`src/sv/mbrtu_pkg.sv`:
```
package mbrtu_pkg;

    localparam int RX_BUFFER_BYTES_DEF = 256;
    localparam int QUEUE_DEPTH = 2;

    localparam logic [7:0]  MAX_DEVICE = 8'd247;
    localparam logic [15:0] MAX_COILS  = 16'h07B0;
    localparam logic [15:0] MAX_REGS   = 16'h0078;
    localparam logic [7:0]  FN_WR_COILS = 8'd15;
    localparam logic [7:0]  FN_WR_REGS  = 8'd16;
    localparam logic [15:0] CRC_POLY    = 16'hA001;
    localparam logic [15:0] CRC_INIT    = 16'hFFFF;

    typedef enum logic [1:0] {
        MODE_HEADER  = 2'd0,
        MODE_PAYLOAD = 2'd1,
        MODE_RX      = 2'd2,
        MODE_READ    = 2'd3
    } t_mode;

    typedef enum logic [2:0] {
        ST_OK       = 3'd0,
        ST_BAD_FN   = 3'd1,
        ST_BAD_DEV  = 3'd2,
        ST_BAD_CNT  = 3'd3,
        ST_SHORT    = 3'd4,
        ST_CRC      = 3'd5,
        ST_MISMATCH = 3'd6,
        ST_EXCEPT   = 3'd7
    } t_status;

    // One classified input transaction as it travels from front to back.
    typedef struct packed {
        t_mode       mode;
        t_status     check;
        logic [7:0]  function_code;
        logic [7:0]  device_address;
        logic [15:0] start_address;
        logic [15:0] quantity_or_value;
        logic [15:0] payload_word;
        logic [7:0]  rx_byte;
        logic        frame_end;
        logic [7:0]  read_index;
    } t_cmd;

    function automatic logic [15:0] crc_step(input logic [15:0] c, input logic [7:0] b);
        logic [15:0] v;
        v = c ^ {8'h00, b};
        for (int i = 0; i < 8; i++) begin
            if (v[0]) begin
                v = (v >> 1) ^ CRC_POLY;
            end else begin
                v = v >> 1;
            end
        end
        return v;
    endfunction

endpackage

```
`src/sv/mbrtu_queue.sv`:
```
module mbrtu_queue
    import mbrtu_pkg::*;
(
    input  logic i_clk,
    input  logic i_rst_n,
    input  logic i_push,
    input  t_cmd i_cmd,
    output logic o_full,
    input  logic i_pop,
    output logic o_empty,
    output t_cmd o_cmd
);

    localparam int PW = (QUEUE_DEPTH > 1) ? $clog2(QUEUE_DEPTH) : 1;
    localparam int CW = $clog2(QUEUE_DEPTH + 1);

    t_cmd          r_mem [QUEUE_DEPTH];
    logic [PW-1:0] r_wr;
    logic [PW-1:0] r_rd;
    logic [CW-1:0] r_cnt;

    assign o_full  = (r_cnt == CW'(QUEUE_DEPTH));
    assign o_empty = (r_cnt == '0);
    assign o_cmd   = r_mem[r_rd];

    always_ff @(posedge i_clk) begin
        if (!i_rst_n) begin
            r_wr  <= '0;
            r_rd  <= '0;
            r_cnt <= '0;
        end else begin
            if (i_push) begin
                r_wr <= (r_wr == PW'(QUEUE_DEPTH - 1)) ? '0 : r_wr + 1'b1;
            end
            if (i_pop) begin
                r_rd <= (r_rd == PW'(QUEUE_DEPTH - 1)) ? '0 : r_rd + 1'b1;
            end
            if (i_push && !i_pop) begin
                r_cnt <= r_cnt + 1'b1;
            end else if (!i_push && i_pop) begin
                r_cnt <= r_cnt - 1'b1;
            end
        end
    end

    always_ff @(posedge i_clk) begin
        if (i_push) begin
            r_mem[r_wr] <= i_cmd;
        end
    end

endmodule

```
`config.mk`:
```
export PLATFORM = sky130hd
export DESIGN_NAME = mbrtu_queue
export DESIGN_NICKNAME = d
export VERILOG_FILES = /design/src/sv/mbrtu_pkg.sv /design/src/sv/mbrtu_queue.sv
export SDC_FILE = /design/constraint.sdc
export NUM_CORES = 1
export LEC_CHECK = 0
export BUFFER_PORTS_ARGS = -buffer_cell sky130_fd_sc_hd__buf_2
export CELL_PAD_IN_SITES_DETAIL_PLACEMENT = 0
export CELL_PAD_IN_SITES_GLOBAL_PLACEMENT = 1
export CORE_AREA = 2 2 99 149
export DETAILED_ROUTE_END_ITERATION = 8
export DIE_AREA = 0 0 101 151
export PLACE_DENSITY = 0.82
export SLEW_MARGIN = 20
export SYNTH_ARGS = -nofsm -noshare
export SYNTH_HDL_FRONTEND = slang
export SYNTH_SLANG_ARGS = --single-unit
```
`constraint.sdc`:
```
create_clock -name i_clk -period 9.18 [get_ports i_clk]
set_input_delay 2.754 -clock i_clk [delete_from_list [all_inputs] [get_ports i_clk]]
set_output_delay 2.754 -clock i_clk [all_outputs]
set_load 0.02 [all_outputs]
```
==> summary.md <==
| Metric | Value |
|---|---|
| Status | `finished clean` |
| Clk pwr share | `0.376` |
| Vias | `3294` |
| Hold Crit Depth | `2` |
| Vias in the first global route | `3438` |
| Setup Fix Bufs, Post-CTS | `0` |
| Post-Route WL | `11800 um` |
| Pwr/cell area | `227 nW/um^2` |
| Die Y-Extent | `151 um` |
| Layout cells sized above 1 | `0.610` |
| Final setup vio count | `0` |
| Mapped cell area | `6630 sq um` |
| Num CTS Buffers | `17` |
| R2R setup slack | `7.07 ns` |
| #FFs+latches synth | `177` |
| P_sw | `0.000454 W` |
| Initial antenna violation count | `1` |
| Final ANT Viol Nets | `0` |
| Gate Count Post-Synth | `290` |
| I/O pin count | `178` |
| Hold Crit Start | `r_cnt[1]$_SDFFE_PN0P_` |
| Die Footprint | `15300 sq um` |
| Seq pwr share | `0.510` |
| Via density per instance | `5.01` |
| Synth top area share | `0.779` |
| CTS resizes | `0` |
| Synth-to-Final Area Change | `24.2%` |
| Iter 0 DRT Violations | `141` |
| RSZ-0062 raised after global routing | `false` |
| Max_slew headroom | `0.425` |
| Port bufs | `177` |
| Critical path class | `flip-flop to output port` |
| Global-route wire length before repair | `17200 um` |
| Placed insts | `625` |
| Post-synthesis sequential area ratio | `0.795` |
| Commonest non-fill, non-tap cell in the layout | `buf_2` |
| Clock H-tree levels | `4` |
| Hold Path End | `r_cnt[1]$_SDFFE_PN0P_` |
| Yosys Warn Count | `0` |
| CTS clock-pin slew for the worst setup and hold paths | `0.06 ns` |
| Fin cells | `658` |
| Reg2reg start | `r_wr$_SDFFE_PN0P_` |
| GR Overflow Total | `0` |
| Post-synth net total | `381` |
| Detailed placer's ending HPWL | `7830 um` |
| Initial Util | `0.476` |
| Static leakage | `3.19 nW` |
| Startpoint Class | `flip-flop` |
| Clock buffer depth | `2` |
| Period utilization | `0.569` |
| Worst-Margin Slew | `0.863 ns` |
| Switching share of power | `0.243` |
| Area leader, netlist | `edfxtp_1` |
| Worst setup EP type | `output port` |
| Cts hold-fix bufs | `0` |
| Final Slew Violations | `0` |
| Int Pwr | `0.00141 W` |
| Setup Slack @ Placement | `4.33 ns` |
| Reg2Reg Capture Point | `r_mem[0][16]$_DFFE_PP_` |
| DRC Markers | `0` |
| Synth area leaders | `edfxtp_1 (78%), mux2_4 (9.1%), mux2_2 (7.8%)` |
| Final WS setup | `3.95 ns` |
| Worst-Skew Late Latency | `0.42 ns` |
| Syn_area_per_cell | `22.8 sq um` |
| Logic gate share of total power | `0.115` |
| Largest net degree at the start of global routing | `65` |
| Final hold violation count | `0` |
| Layout filler cell count | `1056` |
| Pre-antenna DRT Iters | `4` |
| TNS Setup | `0 ns` |
| Most frequent cells in the layout | `buf_2 (177), edfxtp_1 (172), mux2_2 (46)` |
| Worst R2R Path Depth | `2` |
| Core footprint | `13900 sq um` |
| Synth cell types | `19` |
| Worst Hold Class | `flip-flop to flip-flop` |
| Max_cap viols | `0` |
| Fmax | `191 MHz` |
| Final GP Congestion | `0.731` |
| Rows | `53` |
| Clock tree root buffer cell | `clkbuf_16` |
| Min Tclk post-route | `5.23 ns` |
| VDD IR max | `0.121 mV` |
| CP Data Required Time | `6.43 ns` |
| Setup Skew | `0.00727 ns` |
| Overall Global Routing Usage | `0.155` |
| CP arrival | `2.47 ns` |
| Total Nets Final | `570` |
| Die X-Extent | `101 um` |
| Critical-path maximum fanout | `45` |
| # clock sinks | `177` |
| WL/cell | `18.0 um` |
| CTS tree | `done` |
[metrics by stage]
stage | instance area, sq um | power (W) | hold slack [ns] | util
final | 8230 | 0.00187 | 0.523 | 0.591
after global routing | 8230 | 0.00194 | 0.560 | 0.591
after CTS | 8230 | 0.00189 | 0.532 | 0.591
after detailed placement | 7650 | 0.00119 | 0.519 | 0.549
after global placement | 7620 | 0.00118 | 0.477 | 0.547
after floorplan | 6630 | 0.00112 | 0.466 | -
[Yosys cell counts]
library cell	n
a21boi_1	1
and2_1	4
buf_12	4
buf_2	4
buf_6	1
buf_8	1
dfxtp_1	5
edfxtp_1	172
ha_1	1
inv_1	1
mux2_2	46
mux2_4	40
nor2_1	1
nor2b_1	3
o21a_1	1
o21ai_0	1
or3_1	1
xnor2_1	1
xor2_1	2
[how the worst max path moves through the flow]
stage	endpoint	cells after the start
after floorplan	r_mem[0][0]$_DFFE_PP_	1
after global placement	o_cmd[65]	3
after detailed placement	o_cmd[19]	3
after CTS	o_cmd[19]	3
after global routing	o_cmd[19]	3
final	o_cmd[65]	3
[area by class of cell]
type / instances / area, sq um / area share
multi-input cells: 102 / 1240 / 0.151
flip-flops and latches: 177 / 5270 / 0.640
well taps: 165 / 206 / 0.0251
diodes: 1 / 2.50 / 0.000304
inverters: 1 / 3.75 / 0.000456
repair buffers: 180 / 928 / 0.113
clock inverters: 14 / 149 / 0.0181
clock buffers: 18 / 429 / 0.0522
[power groups by stage]
stage / clock (W) / combinational (W) / sequential [W]
finish: 0.000702 / 0.000215 / 0.000952
global route: 0.000753 / 0.000229 / 0.000956
CTS: 0.000718 / 0.000219 / 0.000953
detailed placement: 0 / 0.000218 / 0.000971
global placement: 0 / 0.000213 / 0.000967
floorplan: 0 / 0.000157 / 0.000962
[critical path: stages, from the launching register on]
cell	delay (ns)
dfxtp_4	0.76
buf_4	0.71
mux2_2	0.40
buf_2	0.16
[sequential cells by signal, indices dropped and copies added, names as in the netlist, named ones only]
signal / flops
r_cnt: 2
r_mem: 172
r_rd: 1
r_wr: 1
[logic make-up after synthesis]
group / share of synthesized area
compound gates: 0.00302
xor+xnor: 0.00397
fa+ha+maj: 0.00189
buf+inv: 0.0196
flops: 0.795
mux: 0.169
simple gates: 0.00812
[metal layers]
metal	part of all wire	GRT usage	up-vias
li1	-	-	1526
met1	0.34	0.146	1638
met2	0.57	0.289	109
met3	0.058	0.0457	21
met4	0.028	0.0912	0
met5	0	0	-
Note: power is estimated with default switching activity, not from simulation.
