`config.mk`:
```
export PLATFORM = sky130hd
export DESIGN_NAME = mbrtu_front
export DESIGN_NICKNAME = d
export VERILOG_FILES = /design/src/sv/mbrtu_pkg.sv /design/src/sv/mbrtu_front.sv
export SDC_FILE = /design/constraint.sdc
export NUM_CORES = 1
export LEC_CHECK = 0
export ABC_AREA = 0
export BUFFER_PORTS_ARGS = -buffer_cell sky130_fd_sc_hd__buf_2
export CORE_AREA = 2 2 67 69
export DETAILED_ROUTE_END_ITERATION = 10
export DIE_AREA = 0 0 69 71
export PLACE_DENSITY = 0.82
export SLEW_MARGIN = 20
export SYNTH_ARGS = -nofsm -noshare
export SYNTH_HDL_FRONTEND = slang
export SYNTH_SLANG_ARGS = --single-unit
```
`constraint.sdc`:
```
create_clock -name vclk -period 1.3
set_input_delay 0 -clock vclk [all_inputs]
set_output_delay 0 -clock vclk [all_outputs]
set_load 0.05 [all_outputs]
```
`src/sv/mbrtu_pkg.sv`:
```
package mbrtu_pkg;

    localparam int RX_BUFFER_BYTES_DEF = 256;
    localparam int QUEUE_DEPTH = 2;

    localparam logic [7:0]  MAX_DEVICE = 8'd247;
    localparam logic [15:0] MAX_COILS  = 16'h07B0;
    localparam logic [15:0] MAX_REGS   = 16'h0078;
    localparam logic [7:0]  FN_WR_COILS = 8'd15;
    localparam logic [7:0]  FN_WR_REGS  = 8'd16;
    localparam logic [15:0] CRC_POLY    = 16'hA001;
    localparam logic [15:0] CRC_INIT    = 16'hFFFF;

    typedef enum logic [1:0] {
        MODE_HEADER  = 2'd0,
        MODE_PAYLOAD = 2'd1,
        MODE_RX      = 2'd2,
        MODE_READ    = 2'd3
    } t_mode;

    typedef enum logic [2:0] {
        ST_OK       = 3'd0,
        ST_BAD_FN   = 3'd1,
        ST_BAD_DEV  = 3'd2,
        ST_BAD_CNT  = 3'd3,
        ST_SHORT    = 3'd4,
        ST_CRC      = 3'd5,
        ST_MISMATCH = 3'd6,
        ST_EXCEPT   = 3'd7
    } t_status;

    // One classified input transaction as it travels from front to back.
    typedef struct packed {
        t_mode       mode;
        t_status     check;
        logic [7:0]  function_code;
        logic [7:0]  device_address;
        logic [15:0] start_address;
        logic [15:0] quantity_or_value;
        logic [15:0] payload_word;
        logic [7:0]  rx_byte;
        logic        frame_end;
        logic [7:0]  read_index;
    } t_cmd;

    function automatic logic [15:0] crc_step(input logic [15:0] c, input logic [7:0] b);
        logic [15:0] v;
        v = c ^ {8'h00, b};
        for (int i = 0; i < 8; i++) begin
            if (v[0]) begin
                v = (v >> 1) ^ CRC_POLY;
            end else begin
                v = v >> 1;
            end
        end
        return v;
    endfunction

endpackage

```
`src/sv/mbrtu_front.sv`:
```
module mbrtu_front
    import mbrtu_pkg::*;
(
    input  logic        i_valid,
    output logic        o_ready,
    input  logic [1:0]  i_mode,
    input  logic [79:0] i_data,
    input  logic        i_frame_end,
    input  logic        i_full,
    output logic        o_push,
    output t_cmd        o_cmd
);

    logic [7:0]  fn;
    logic [7:0]  dev;
    logic [15:0] qty;
    t_status     chk;

    assign fn  = i_data[7:0];
    assign dev = i_data[15:8];
    assign qty = i_data[47:32];

    // Request checks in priority order: function, device, then write counts.
    always_comb begin
        chk = ST_OK;
        if (!((fn >= 8'd1 && fn <= 8'd6) || fn == FN_WR_COILS || fn == FN_WR_REGS)) begin
            chk = ST_BAD_FN;
        end else if (dev > MAX_DEVICE) begin
            chk = ST_BAD_DEV;
        end else if (fn == FN_WR_COILS && (qty == 16'd0 || qty > MAX_COILS)) begin
            chk = ST_BAD_CNT;
        end else if (fn == FN_WR_REGS && (qty == 16'd0 || qty > MAX_REGS)) begin
            chk = ST_BAD_CNT;
        end
    end

    assign o_ready = !i_full;
    assign o_push  = i_valid && !i_full;

    always_comb begin
        o_cmd.mode              = t_mode'(i_mode);
        o_cmd.check             = (t_mode'(i_mode) == MODE_HEADER) ? chk : ST_OK;
        o_cmd.function_code     = fn;
        o_cmd.device_address    = dev;
        o_cmd.start_address     = i_data[31:16];
        o_cmd.quantity_or_value = qty;
        o_cmd.payload_word      = i_data[63:48];
        o_cmd.rx_byte           = i_data[71:64];
        o_cmd.frame_end         = i_frame_end;
        o_cmd.read_index        = i_data[79:72];
    end

endmodule

```
==> summary.txt <==
Synth
  – Synth top area cells: sky130_fd_sc_hd__buf_4 73%, sky130_fd_sc_hd__nor3_1 2.3%, sky130_fd_sc_hd__nor4_1 2.2%
  – Simple-gate portion of the synthesized area: 17.6%
  – Syn nets: 206
  – XOR/XNOR share of the synthesized area: 0%
  – Most instantiated cells after synthesis: 84 x sky130_fd_sc_hd__buf_4, 4 x sky130_fd_sc_hd__nor2_1, 4 x sky130_fd_sc_hd__nor3_1
  – Gate count of the mapped netlist: 121
  – Synth Warn #: 0
  – Main combinational cell family by area after synthesis: buffers and inverters
  – Complex-gate fraction of the synthesized area: 8.42%
  – Dominant cell type by area after synthesis: sky130_fd_sc_hd__buf_4
  – Multiplexer area fraction after synthesis: 0%
  – Sequential fraction of the synthesis area: 0%
  – Synthesized area: 862 sq um
  – Avg Cell Area, Syn: 7.12 sq um
  – Fraction of synthesized cell area taken by the top area cell type: 73.1%
  – Leading cell type by number of instances after synthesis: sky130_fd_sc_hd__buf_4
  – Yosys cell types: 25
  – Post-Synth Adder-Cell Area: 0%

Floorplan
  – Die Ht: 71 microns
  – Number of ports placed on the die boundary: 173
  – Starting utilization of the core area: approximately a fifth
  – X dimension of the die: a little under 70 microns
  – Die Footprint: 4900 sq um
  – Placeable Area: 4200 sq um
  – Cell Rows: 24

Worst setup path
  – Beginning of the critical path: i_data[0]
  – Endpoint arrival time on the critical path: about 1800 ps
  – Setup crit end: o_cmd[82]
  – Startpoint kind of the worst setup timing path: input port
  – Critical path data required time: 1300 ps
  – Path type of the worst setup path: in -> out
  – Nature of the critical path endpoint: output pin
  – Peak fanout along the critical path: 2

Route
  – Total number of vias: 675
  – Router iterations before antenna repair: 4
  – Metal2 WL: 987 microns
  – Routed Antenna Nets: 0
  – Total Routed Length: 1990 microns
  – Detail-routed net length per standard cell: 11.9 microns
  – Drc violations: 0
  – First DRT Iteration DRCs: 5
  – M1 WL: 591 microns
  – Max layer used: met4
  – Routed met3 length: approximately 270 microns
  – Mean number of vias per cell: 4.04

Power
  – Power after layout: 0.385 mW
  – Int Power: 0.107 mW
  – Net Switching: around 0.28 mW
  – Switching part of the total: between 70% and 80%
  – Logic gate share of total power: 100.0%
  – Sequential fraction of design power: 0%
  – Total power divided by cell area: 492 nW/um^2
  – Static leakage: 0.393 nW
  – Worst IR drop on VDD: 0.000108 V
  – Clock Power Share: 0%

STA
  – Worst hold margin: 0.0220 ps
  – Setup Total Neg Slack: -892 ps
  – Final number of hold-violating endpoints: 0
  – Shortest period the worst path allows: around 1800 ps
  – Final setup margin: -505 ps
  – Period utilisation layout: 139%
  – Maximum operating frequency: 554 MHz
  – RSZ-0062 raised after global routing: yes
  – Final slew viol count: 0
  – Setup-failing EPs final: 2

Placement
  – Number of buffer cells added on primary ports: 68
  – Routability congestion estimate from global placement: between 0.6 and 0.7
  – HPWL Detailed: roughly 1800 microns
  – Cell count after placement: between 150 and 200
  – Post-DP Area: 734 sq um
  – Worst Setup Slack post-DPL: -624 ps

GRT
  – Number of antenna violations at the first check in global routing: 0
  – Via count of the first global-routing pass: 615
  – Largest net degree at the start of global routing: 6
  – Remaining global-route overflow: 0
  – Wire length of the first global-routing pass: 2880 microns
  – GR Util All Layers: 7.10%

Run
  – Max-Cap Viols: 0

Final layout
  – Number of nets at the end of the flow: about 200
  – Total of clock buffers placed in the layout: 0
  – Fraction of final layout cells sized beyond drive strength 1: 75.7%
  – Growth of design area from synthesis to finish: -9.29%
  – Final design instance area without fill: 782 sq um
  – Core Util, Final: 18.6%
  – Sequential standard cell area: 0 sq um
  – Cell Count, Final, Fillers Out: 167
  – Number of flip-flops and latches: 0
  – Number of antenna cells inserted: 0

Run status
  – Failing checks: negative setup slack
  – Status: complete, but fails checks

CTS
  – CTS hold repair buffers: 0

Min path
  – Worst min-delay path class: in -> out
## worst max-delay path, stage by stage
cell and delay, ps:
sky130_fd_sc_hd__buf_6 90, sky130_fd_sc_hd__or4b_4 530, sky130_fd_sc_hd__or3b_1 380, sky130_fd_sc_hd__a41oi_2 210, sky130_fd_sc_hd__a31oi_2 80, sky130_fd_sc_hd__a2111oi_4 310
sky130_fd_sc_hd__buf_6 200
## final cells by class
cell class | count | area [sq um]
Fill cell | 484 | 3420
Timing Repair Buffer | 78 | 444
Multi-Input combinational cell | 36 | 269
Tap cell | 52 | 65.1
Inverter | 1 | 3.75
## worst min-delay path by stage
stage | start | endpoint | cells past startpoint | slack, ps
after global routing | i_data[71] | o_cmd[16] | 0 | 0.06
after floorplan | i_mode[0] | o_cmd[82] | 1 | 70
after detailed placement | i_data[51] | o_cmd[20] | 0 | 0.3
after CTS | i_data[51] | o_cmd[20] | 0 | 0.3
final | i_data[25] | o_cmd[58] | 0 | 0.02
after global placement | i_data[51] | o_cmd[20] | 0 | 0.3
## power by group through the flow
stage | logic [mW] | registers, mW | clock network, mW
2_1_floorplan | 0.740 | 0 | 0
3_3_place_gp | 0.373 | 0 | 0
3_5_place_dp | 0.378 | 0 | 0
4_1_cts | 0.388 | 0 | 0
5_1_grt | 0.404 | 0 | 0
6_report | 0.385 | 0 | 0
## cells by family after synthesis
group / Yosys count
AOI/OAI and AO/OA: 9
buffers and inverters: 85
other: 1
and+or+nand+nor: 26
## placed cells by master, fill, tap and decap left out, types with 2 or more instances in the layout
cell                      synthesis  routed
sky130_fd_sc_hd__nor3_1           4       4
sky130_fd_sc_hd__o21ai_0          3       2
sky130_fd_sc_hd__nand2_1          3       3
sky130_fd_sc_hd__buf_2            0      64
sky130_fd_sc_hd__buf_4           84      10
sky130_fd_sc_hd__nor4_1           3       3
sky130_fd_sc_hd__nor2_1           4       3
sky130_fd_sc_hd__buf_6            0       3
sky130_fd_sc_hd__nand3_1          2       2
## repair_timing
item	in CTS	in global routing
buffers inserted	1	1
gates resized for setup	11	0
pin swaps	2	2
endpoints found under the setup margin	2	2
## routing by layer
| metal | vias up | global-route usage (%) |
|---|---|---|
| li1 | 308 | - |
| met1 | 295 | 6.41 |
| met2 | 56 | 13.1 |
| met3 | 16 | 1.99 |
| met4 | 0 | 5.88 |
| met5 | - | 0 |
(Power assumes the default switching activity.)
